**src/hw/rtl/me31_pkg.sv**
```systemverilog
// ============================================================================
// me31_pkg: shared types and constants for the Mersenne-31 exponentiator
// Holds the prime, the residue width, the sequencer states and the folding
// function that reduces a value modulo 2^31-1.
// ============================================================================
package me31_pkg;

    // Width of one residue modulo the prime.
    localparam int unsigned RES_W = 31;

    // The Mersenne prime 2^31 - 1.
    localparam logic [RES_W-1:0] MERSENNE_P = 31'h7FFF_FFFF;

    // Sequencer states of the exponentiator.
    typedef enum logic [2:0] {
        ST_IDLE,
        ST_REDUCE,
        ST_SQUARE,
        ST_MULT,
        ST_FINISH
    } me31_state_t;

    // Reduce a 33-bit value modulo 2^31-1. Since 2^31 is congruent to 1,
    // the upper bits fold onto the lower ones; the folded sum stays below
    // twice the prime, so one compare and subtract finishes the job.
    function automatic logic [RES_W-1:0] fold33(input logic [32:0] value);
        logic [RES_W:0] folded;
        logic [RES_W:0] trimmed;
        folded  = {1'b0, value[RES_W-1:0]} + {30'd0, value[32:31]};
        trimmed = folded - {1'b0, MERSENNE_P};
        if (folded >= {1'b0, MERSENNE_P})
        begin
            fold33 = trimmed[RES_W-1:0];
        end
        else
        begin
            fold33 = folded[RES_W-1:0];
        end
    endfunction

endpackage

```
**src/hw/rtl/mod_exp_mersenne31.sv**
```systemverilog
// ============================================================================
// mod_exp_mersenne31: modular exponentiation modulo 2^31-1
// Computes base^exponent mod 2^31-1 by right-to-left square-and-multiply
// on one shared, two-stage modular multiplier.
// ============================================================================
// Usage:
// The slave channel (s_tvalid, s_tready, s_tdata) takes one beat per job:
// the 64-bit base in the low half and the 64-bit exponent in the high half.
// The master channel (m_tvalid, m_tready, m_tdata) returns one beat per job
// carrying the 31-bit residue. Only the low EXP_BITS exponent bits are used.
// After a beat is accepted the block reduces the base, then takes each
// exponent bit through a square state that issues the square and a
// multiply state that issues the multiply, whose product the accumulator
// keeps only when the bit is set; the split follows from the multiplier
// registering its product before the fold. A final state settles the
// accumulator and loads the output register. s_tready is high only while
// the sequencer is idle; it does not wait for the result to be taken,
// because the result sits in its own output register. If the receiver
// stalls and a second result is ready, the sequencer holds it until the
// register frees.
// Reset clears the sequencer and the output valid; no job is kept.
// ============================================================================
module mod_exp_mersenne31
#(
    parameter int EXP_BITS = 64
)
(
    input  logic         clk,
    input  logic         rst_n,
    input  logic         s_tvalid,
    output logic         s_tready,
    input  logic [127:0] s_tdata,   // [63:0] base_value, [127:64] exponent_value
    output logic         m_tvalid,
    input  logic         m_tready,
    output logic [31:0]  m_tdata    // [30:0] power_result, [31] zero fill
);
    import me31_pkg::*;

    localparam int CNT_W = (EXP_BITS > 1) ? $clog2(EXP_BITS) : 1;
    localparam logic [CNT_W-1:0] LAST_BIT = CNT_W'(EXP_BITS - 1);

    me31_state_t         state_reg, state_next;
    logic [CNT_W-1:0]    cnt_reg, cnt_next;
    logic                pend_reg, pend_next;
    logic                out_valid_reg, out_valid_next;
    logic [RES_W-1:0]    out_data_reg, out_data_next;
    logic [63:0]         base_reg, base_next;
    logic [EXP_BITS-1:0] exp_reg, exp_next;
    logic [RES_W-1:0]    sq_reg, sq_next;
    logic [RES_W-1:0]    acc_reg, acc_next;
    logic [RES_W-1:0]    mul_a, mul_b, mul_res;
    logic [RES_W-1:0]    acc_now;
    logic [32:0]         base_sum;
    logic                in_beat;

    assign in_beat  = s_tvalid && s_tready;
    assign s_tready = (state_reg == ST_IDLE);
    assign m_tvalid = out_valid_reg;
    assign m_tdata  = {1'b0, out_data_reg};

    // Shared modular multiplier.
    me31_mulmod u_mulmod
    (
        .clk     (clk),
        .op_a    (mul_a),
        .op_b    (mul_b),
        .product (mul_res)
    );

    // Fold the 64-bit base as three 31/31/2-bit pieces.
    assign base_sum = {2'b00, base_reg[30:0]} + {2'b00, base_reg[61:31]}
                    + {31'd0, base_reg[63:62]};

    // Accumulator including a multiply that lands in this cycle.
    assign acc_now = pend_reg ? mul_res : acc_reg;

    // Control registers.
    always_ff @(posedge clk or negedge rst_n)
    begin
        if (!rst_n)
        begin
            state_reg     <= ST_IDLE;
            cnt_reg       <= '0;
            pend_reg      <= 1'b0;
            out_valid_reg <= 1'b0;
        end
        else
        begin
            state_reg     <= state_next;
            cnt_reg       <= cnt_next;
            pend_reg      <= pend_next;
            out_valid_reg <= out_valid_next;
        end
    end

    // Payload registers.
    always_ff @(posedge clk)
    begin
        base_reg     <= base_next;
        exp_reg      <= exp_next;
        sq_reg       <= sq_next;
        acc_reg      <= acc_next;
        out_data_reg <= out_data_next;
    end

    // Sequencer: next state, operand selection and register updates.
    always_comb
    begin
        state_next     = state_reg;
        cnt_next       = cnt_reg;
        pend_next      = pend_reg;
        out_valid_next = out_valid_reg;
        out_data_next  = out_data_reg;
        base_next      = base_reg;
        exp_next       = exp_reg;
        sq_next        = sq_reg;
        acc_next       = acc_reg;
        mul_a          = sq_reg;
        mul_b          = sq_reg;

        // The receiver drains the output register.
        if (out_valid_reg && m_tready)
        begin
            out_valid_next = 1'b0;
        end

        case (state_reg)
            ST_IDLE:
            begin
                if (in_beat)
                begin
                    base_next  = s_tdata[63:0];
                    exp_next   = s_tdata[64 +: EXP_BITS];
                    acc_next   = RES_W'(1);
                    cnt_next   = '0;
                    pend_next  = 1'b0;
                    state_next = ST_REDUCE;
                end
            end
            ST_REDUCE:
            begin
                sq_next    = fold33(base_sum);
                state_next = ST_SQUARE;
            end
            ST_SQUARE:
            begin
                // Issue the square; retire a pending multiply.
                acc_next   = acc_now;
                pend_next  = 1'b0;
                state_next = ST_MULT;
            end
            ST_MULT:
            begin
                // The square is ready; issue the multiply with the old square.
                mul_a     = acc_reg;
                mul_b     = sq_reg;
                sq_next   = mul_res;
                pend_next = exp_reg[0];
                exp_next  = exp_reg >> 1;
                if (cnt_reg == LAST_BIT)
                begin
                    state_next = ST_FINISH;
                end
                else
                begin
                    cnt_next   = cnt_reg + CNT_W'(1);
                    state_next = ST_SQUARE;
                end
            end
            ST_FINISH:
            begin
                acc_next  = acc_now;
                pend_next = 1'b0;
                if (!out_valid_reg || m_tready)
                begin
                    out_data_next  = acc_now;
                    out_valid_next = 1'b1;
                    state_next     = ST_IDLE;
                end
            end
            default:
            begin
                state_next = ST_IDLE;
            end
        endcase
    end

    // An accepted beat always starts with the base reduction.
    a_start_reduce: assert property (@(posedge clk) disable iff (!rst_n)
        in_beat |=> state_reg == ST_REDUCE)
        else $error("accepted beat did not start the base reduction");

    // A multiply step always follows its square step.
    a_mult_order: assert property (@(posedge clk) disable iff (!rst_n)
        state_reg == ST_MULT |-> $past(state_reg) == ST_SQUARE)
        else $error("multiply step without a preceding square");

    // The running square stays a proper residue.
    a_square_reduced: assert property (@(posedge clk) disable iff (!rst_n)
        (state_reg == ST_SQUARE || state_reg == ST_MULT) |-> sq_reg != MERSENNE_P)
        else $error("running square not reduced");

    // A delivered result is always below the prime.
    a_result_reduced: assert property (@(posedge clk) disable iff (!rst_n)
        m_tvalid |-> m_tdata[30:0] != MERSENNE_P && !m_tdata[31])
        else $error("result not reduced");

endmodule

```
**src/hw/rtl/me31_mulmod.sv**
```systemverilog
// ============================================================================
// me31_mulmod: modular multiplier for the prime 2^31-1
// Multiplies two residues into a registered 62-bit product, then folds
// that product back below the prime in the following cycle.
// ============================================================================
module me31_mulmod
(
    input  logic                      clk,
    input  logic [me31_pkg::RES_W-1:0] op_a,
    input  logic [me31_pkg::RES_W-1:0] op_b,
    output logic [me31_pkg::RES_W-1:0] product
);
    import me31_pkg::*;

    logic [2*RES_W-1:0] prod_reg;
    logic [32:0]        half_sum;

    // The raw product is registered before it is reduced.
    always_ff @(posedge clk)
    begin
        prod_reg <= op_a * op_b;
    end

    // Add the two 31-bit halves, then fold and trim the sum.
    assign half_sum = {2'b00, prod_reg[RES_W-1:0]} + {2'b00, prod_reg[2*RES_W-1:RES_W]};
    assign product  = fold33(half_sum);

endmodule

```
**config.mk**
```make
export PLATFORM = sky130hd
export DESIGN_NAME = mod_exp_mersenne31
export DESIGN_NICKNAME = d
export VERILOG_FILES = /design/src/hw/rtl/me31_pkg.sv /design/src/hw/rtl/mod_exp_mersenne31.sv /design/src/hw/rtl/me31_mulmod.sv
export SDC_FILE = /design/constraint.sdc
export NUM_CORES = 2
export LEC_CHECK = 0
export BUFFER_PORTS_ARGS = -buffer_cell sky130_fd_sc_hd__buf_2
export CELL_PAD_IN_SITES_DETAIL_PLACEMENT = 2
export CELL_PAD_IN_SITES_GLOBAL_PLACEMENT = 2
export CORE_MARGIN = 8
export CORE_UTILIZATION = 35
export CTS_CLUSTER_SIZE = 25
export DETAILED_ROUTE_END_ITERATION = 7
export GPL_TIMING_DRIVEN = 0
export PLACE_DENSITY = 0.67
export SLEW_MARGIN = 20
export SYNTH_ARGS = -nofsm -noshare
export SYNTH_HDL_FRONTEND = slang
export SYNTH_HIERARCHICAL = 1
export SYNTH_SLANG_ARGS = --single-unit
export TNS_END_PERCENT = 20
```
**constraint.sdc**
```tcl
create_clock -name clk -period 16.4 [get_ports clk]
set_input_delay 0 -clock clk [delete_from_list [all_inputs] [get_ports clk]]
set_output_delay 0 -clock clk [all_outputs]
set_load 0.1 [all_outputs]
```
==> impl_metrics.prom <==
# TYPE chip_impl_metric gauge
chip_impl_info{name="status",value="completed"} 1
chip_impl_metric{name="path_buf_inv",unit=""} 10
chip_impl_info{name="crit-reg2reg-launch",value="state_reg[2]"} 1
chip_impl_metric{name="clock.fmax",unit="GHz"} 0.0739
chip_impl_metric{name="fin_nets",unit=""} 6833
chip_impl_info{name="critical_path.endpoint_type",value="flip-flop"} 1
chip_impl_metric{name="setup_viol_count_final",unit=""} 0
chip_impl_metric{name="finalWorstPathRequiredPeriod",unit="ps"} 13540
chip_impl_metric{name="drt-total-wl",unit="mm"} 206
chip_impl_info{name="layout_commonest_cell",value="inv_1"} 1
chip_impl_metric{name="synth_simple_gate_area_share",unit=""} 0.193
chip_impl_metric{name="grt_first_pass_wirelength",unit="mm"} 304
chip_impl_metric{name="post_synth_edffs",unit=""} 221
chip_impl_metric{name="htreeDepth",unit=""} 1
chip_impl_info{name="cts.root.buffer_cell",value="clkbuf_16"} 1
chip_impl_metric{name="timing.critical_path.arrival",unit="ps"} 13960
chip_impl_metric{name="gp_routability_congestion",unit=""} 0.929
chip_impl_info{name="largest_family_of_logic_cells_by_synthesized_area",value="adder cells"} 1
chip_impl_metric{name="syn_avg_cell_area",unit="µm²"} 9.36
chip_impl_metric{name="synth.yosys.seq_area_share",unit=""} 0.168
chip_impl_info{name="critical_path_class",value="reg2reg"} 1
chip_impl_metric{name="dpl.hpwl",unit="mm"} 170
chip_impl_metric{name="initial_core_util",unit=""} 0.353
chip_impl_metric{name="max-clock-path-buffers",unit=""} 3
chip_impl_metric{name="pre_cts_slack",unit="ps"} 2900
chip_impl_info{name="worst_hold_path.endpoint",value="base_reg[40]"} 1
chip_impl_metric{name="critical_path_required_time",unit="ps"} 16820
chip_impl_metric{name="x_dimension_of_the_die",unit="µm"} 388
chip_impl_metric{name="worst_slew_margin_rel",unit=""} 0.156
chip_impl_metric{name="max_slew.worst_pin.slew",unit="ps"} 1260
chip_impl_metric{name="final.setup.worst_slack",unit="ps"} 2860
chip_impl_metric{name="grt_pass1_vias",unit=""} 44200
chip_impl_metric{name="timing.reg2reg.setup_slack",unit="ps"} 2860
chip_impl_metric{name="ys_warn_count",unit=""} 6
chip_impl_info{name="synth.largest_area_cell",value="fa_1"} 1
chip_impl_metric{name="finalHoldViolCount",unit=""} 0
chip_impl_metric{name="setup_tns",unit="ps"} 0
chip_impl_metric{name="syn_area",unit="mm²"} 0.0484
chip_impl_metric{name="post_synth_inst_count",unit=""} 5172
chip_impl_metric{name="global_route.overflow_total",unit=""} 0
chip_impl_metric{name="final_antenna_net_count",unit=""} 0
chip_impl_metric{name="floorplan.die_area",unit="mm²"} 0.150
chip_impl_metric{name="layout.filler_cells",unit=""} 15000
chip_impl_metric{name="r2r_cells",unit=""} 36
chip_impl_metric{name="fraction_of_final_layout_cells_with_drive_strength_greater_than_1",unit=""} 0.0681
chip_impl_info{name="hold_path.class",value="in2reg"} 1
chip_impl_metric{name="cp_slowest_stage_delay",unit="ps"} 830
chip_impl_metric{name="cts.hold.buffers_added",unit=""} 132
chip_impl_metric{name="core_area",unit="mm²"} 0.137
chip_impl_metric{name="clock_insertion_delay_worst_skew",unit="ps"} 630
chip_impl_metric{name="multiInputGateArea",unit="mm²"} 0.0360
chip_impl_metric{name="place.port_buffers",unit=""} 164
chip_impl_metric{name="grt_max_degree",unit=""} 57
chip_impl_info{name="grt_setup_unrepaired",value="no"} 1
chip_impl_metric{name="synthMuxAreaShare",unit=""} 0.0103
chip_impl_metric{name="wl_per_cell",unit="µm"} 28.0
chip_impl_metric{name="firstDrtPassIters",unit=""} 5
chip_impl_metric{name="path_max_fanout",unit=""} 10
chip_impl_metric{name="maxCapViolations",unit=""} 0
chip_impl_metric{name="clk_transition_reported_paths",unit="ps"} 70
chip_impl_metric{name="ys_ff_latch",unit=""} 294
chip_impl_metric{name="async_sr_flop_fraction",unit=""} 0.0374
chip_impl_info{name="layout_common_cells",value="inv_1, nand2_1, fa_1"} 1
chip_impl_metric{name="fin_skew",unit="ps"} 49.7
chip_impl_metric{name="synth-compound-area-share",unit=""} 0.0690
chip_impl_metric{name="timing.hold.worst_path_depth",unit=""} 2
chip_impl_metric{name="floorplan.die.height",unit="µm"} 388
chip_impl_metric{name="cts.sinks",unit=""} 294
chip_impl_metric{name="synth-xor-area-share",unit=""} 0.0310
chip_impl_metric{name="cts_post_setup_buffers_inserted",unit=""} 0
chip_impl_metric{name="postSynthNetCount",unit=""} 6498
chip_impl_metric{name="register_area",unit="mm²"} 0.00815
chip_impl_metric{name="dr.first_iter.drc_count",unit=""} 2208
chip_impl_metric{name="drc",unit=""} 0
chip_impl_info{name="critical_path.most_common_cell",value="fa_1"} 1
chip_impl_metric{name="routed_via_density",unit=""} 5.29
chip_impl_metric{name="num_cts_buffers",unit=""} 31
chip_impl_info{name="hold_start",value="s_tdata[40]"} 1
chip_impl_metric{name="post-synth-top-area-fraction",unit=""} 0.348
chip_impl_metric{name="ctsResizeCount",unit=""} 0
chip_impl_info{name="r2r-end",value="u_mulmod/prod_reg[50]"} 1
chip_impl_info{name="synth_top_flop_cell",value="edfxtp_1"} 1
chip_impl_metric{name="area_growth",unit="%"} 11.7
chip_impl_info{name="delay_heaviest_family_cp",value="adder cells"} 1
chip_impl_info{name="crit_slowest_cell",value="clkbuf_1"} 1
chip_impl_metric{name="grt_util_all_layers",unit=""} 0.271
chip_impl_metric{name="route.vias.total",unit=""} 39000
chip_impl_metric{name="post_synth_num_cell_types",unit=""} 120
chip_impl_metric{name="placementRows",unit=""} 136
chip_impl_info{name="tritoncts",value="yes"} 1
chip_impl_info{name="synthTopCellsByArea",value="fa_1, edfxtp_1, ha_1"} 1
chip_impl_metric{name="synth-adder-area-share",unit=""} 0.439
chip_impl_metric{name="fin_crit_sh",unit=""} 0.825
chip_impl_metric{name="finalMaxSlewViolations",unit=""} 0
chip_impl_metric{name="grt_antenna_before_repair",unit=""} 20
chip_impl_metric{name="floorplan.io_pins",unit=""} 166
chip_impl_info{name="crit_path_start_kind",value="flip-flop"} 1
## Yosys cell counts, drive strengths merged (29+ instances only)
| cell | n |
|---|---|
| dfxtp | 62 |
| nand2 | 858 |
| and3 | 29 |
| nor2 | 124 |
| a21o | 56 |
| edfxtp | 221 |
| clkbuf | 241 |
| inv | 861 |
| xnor2 | 109 |
| fa | 842 |
| nand3 | 54 |
| nor2b | 48 |
| xor2 | 59 |
| ha | 352 |
| nor3 | 51 |
| o21ai | 88 |
| mux2 | 34 |
| and2 | 545 |
| a21oi | 135 |
## worst max-delay path by stage
stage / from / end / slack, ps / depth (start not counted)
final: state_reg[2] / u_mulmod/prod_reg[50] / 2860 / 36
after detailed placement: state_reg[2] / u_mulmod/prod_reg[50] / 2900 / 36
after floorplan: state_reg[2] / u_mulmod/prod_reg[58] / 5780 / 38
after global routing: state_reg[2] / u_mulmod/prod_reg[50] / 2490 / 32
after global placement: state_reg[2] / u_mulmod/prod_reg[50] / 930 / 36
after CTS: state_reg[2] / u_mulmod/prod_reg[50] / 2860 / 36
## stage by stage
step                      hold WS, ps  utilization  std cells  area (µm²)
after floorplan                  -296            -       5172       48400
after global placement           -103        0.375       7130       51500
after detailed placement         -103        0.376       7136       51600
after CTS                        20.7        0.393       7326       54000
after global routing             59.9        0.394       7362       54100
final                            75.0        0.394       7363       54100
## cell type report
type                       instances  area share
clock buffer                      40      0.0157
tap                             1794      0.0415
timing repair buffer             302      0.0419
inverter                         861      0.0598
buffer                           266      0.0203
clock inverter                    18     0.00292
sequential                       294       0.151
multi-input combinational       3751       0.665
antenna                           37     0.00171
## kinds of logic after synthesis
family | Yosys count
AOI/OAI and AO/OA | 485
DFF | 294
other | 1
adders and majority gates | 1194
and+or+nand+nor | 1859
buffers and inverters | 1127
xor gates and xnor gates | 168
muxes | 44
## layer usage
metal / routed length [µm] / global-route usage
met5: 0 / 0
met4: 10400 / 0.114
met3: 11000 / 0.0366
met2: 97200 / 0.453
met1: 87700 / 0.353
Power is not shown: default switching activity piles up to over one toggle a cycle in this logic, so the estimate is an artifact.
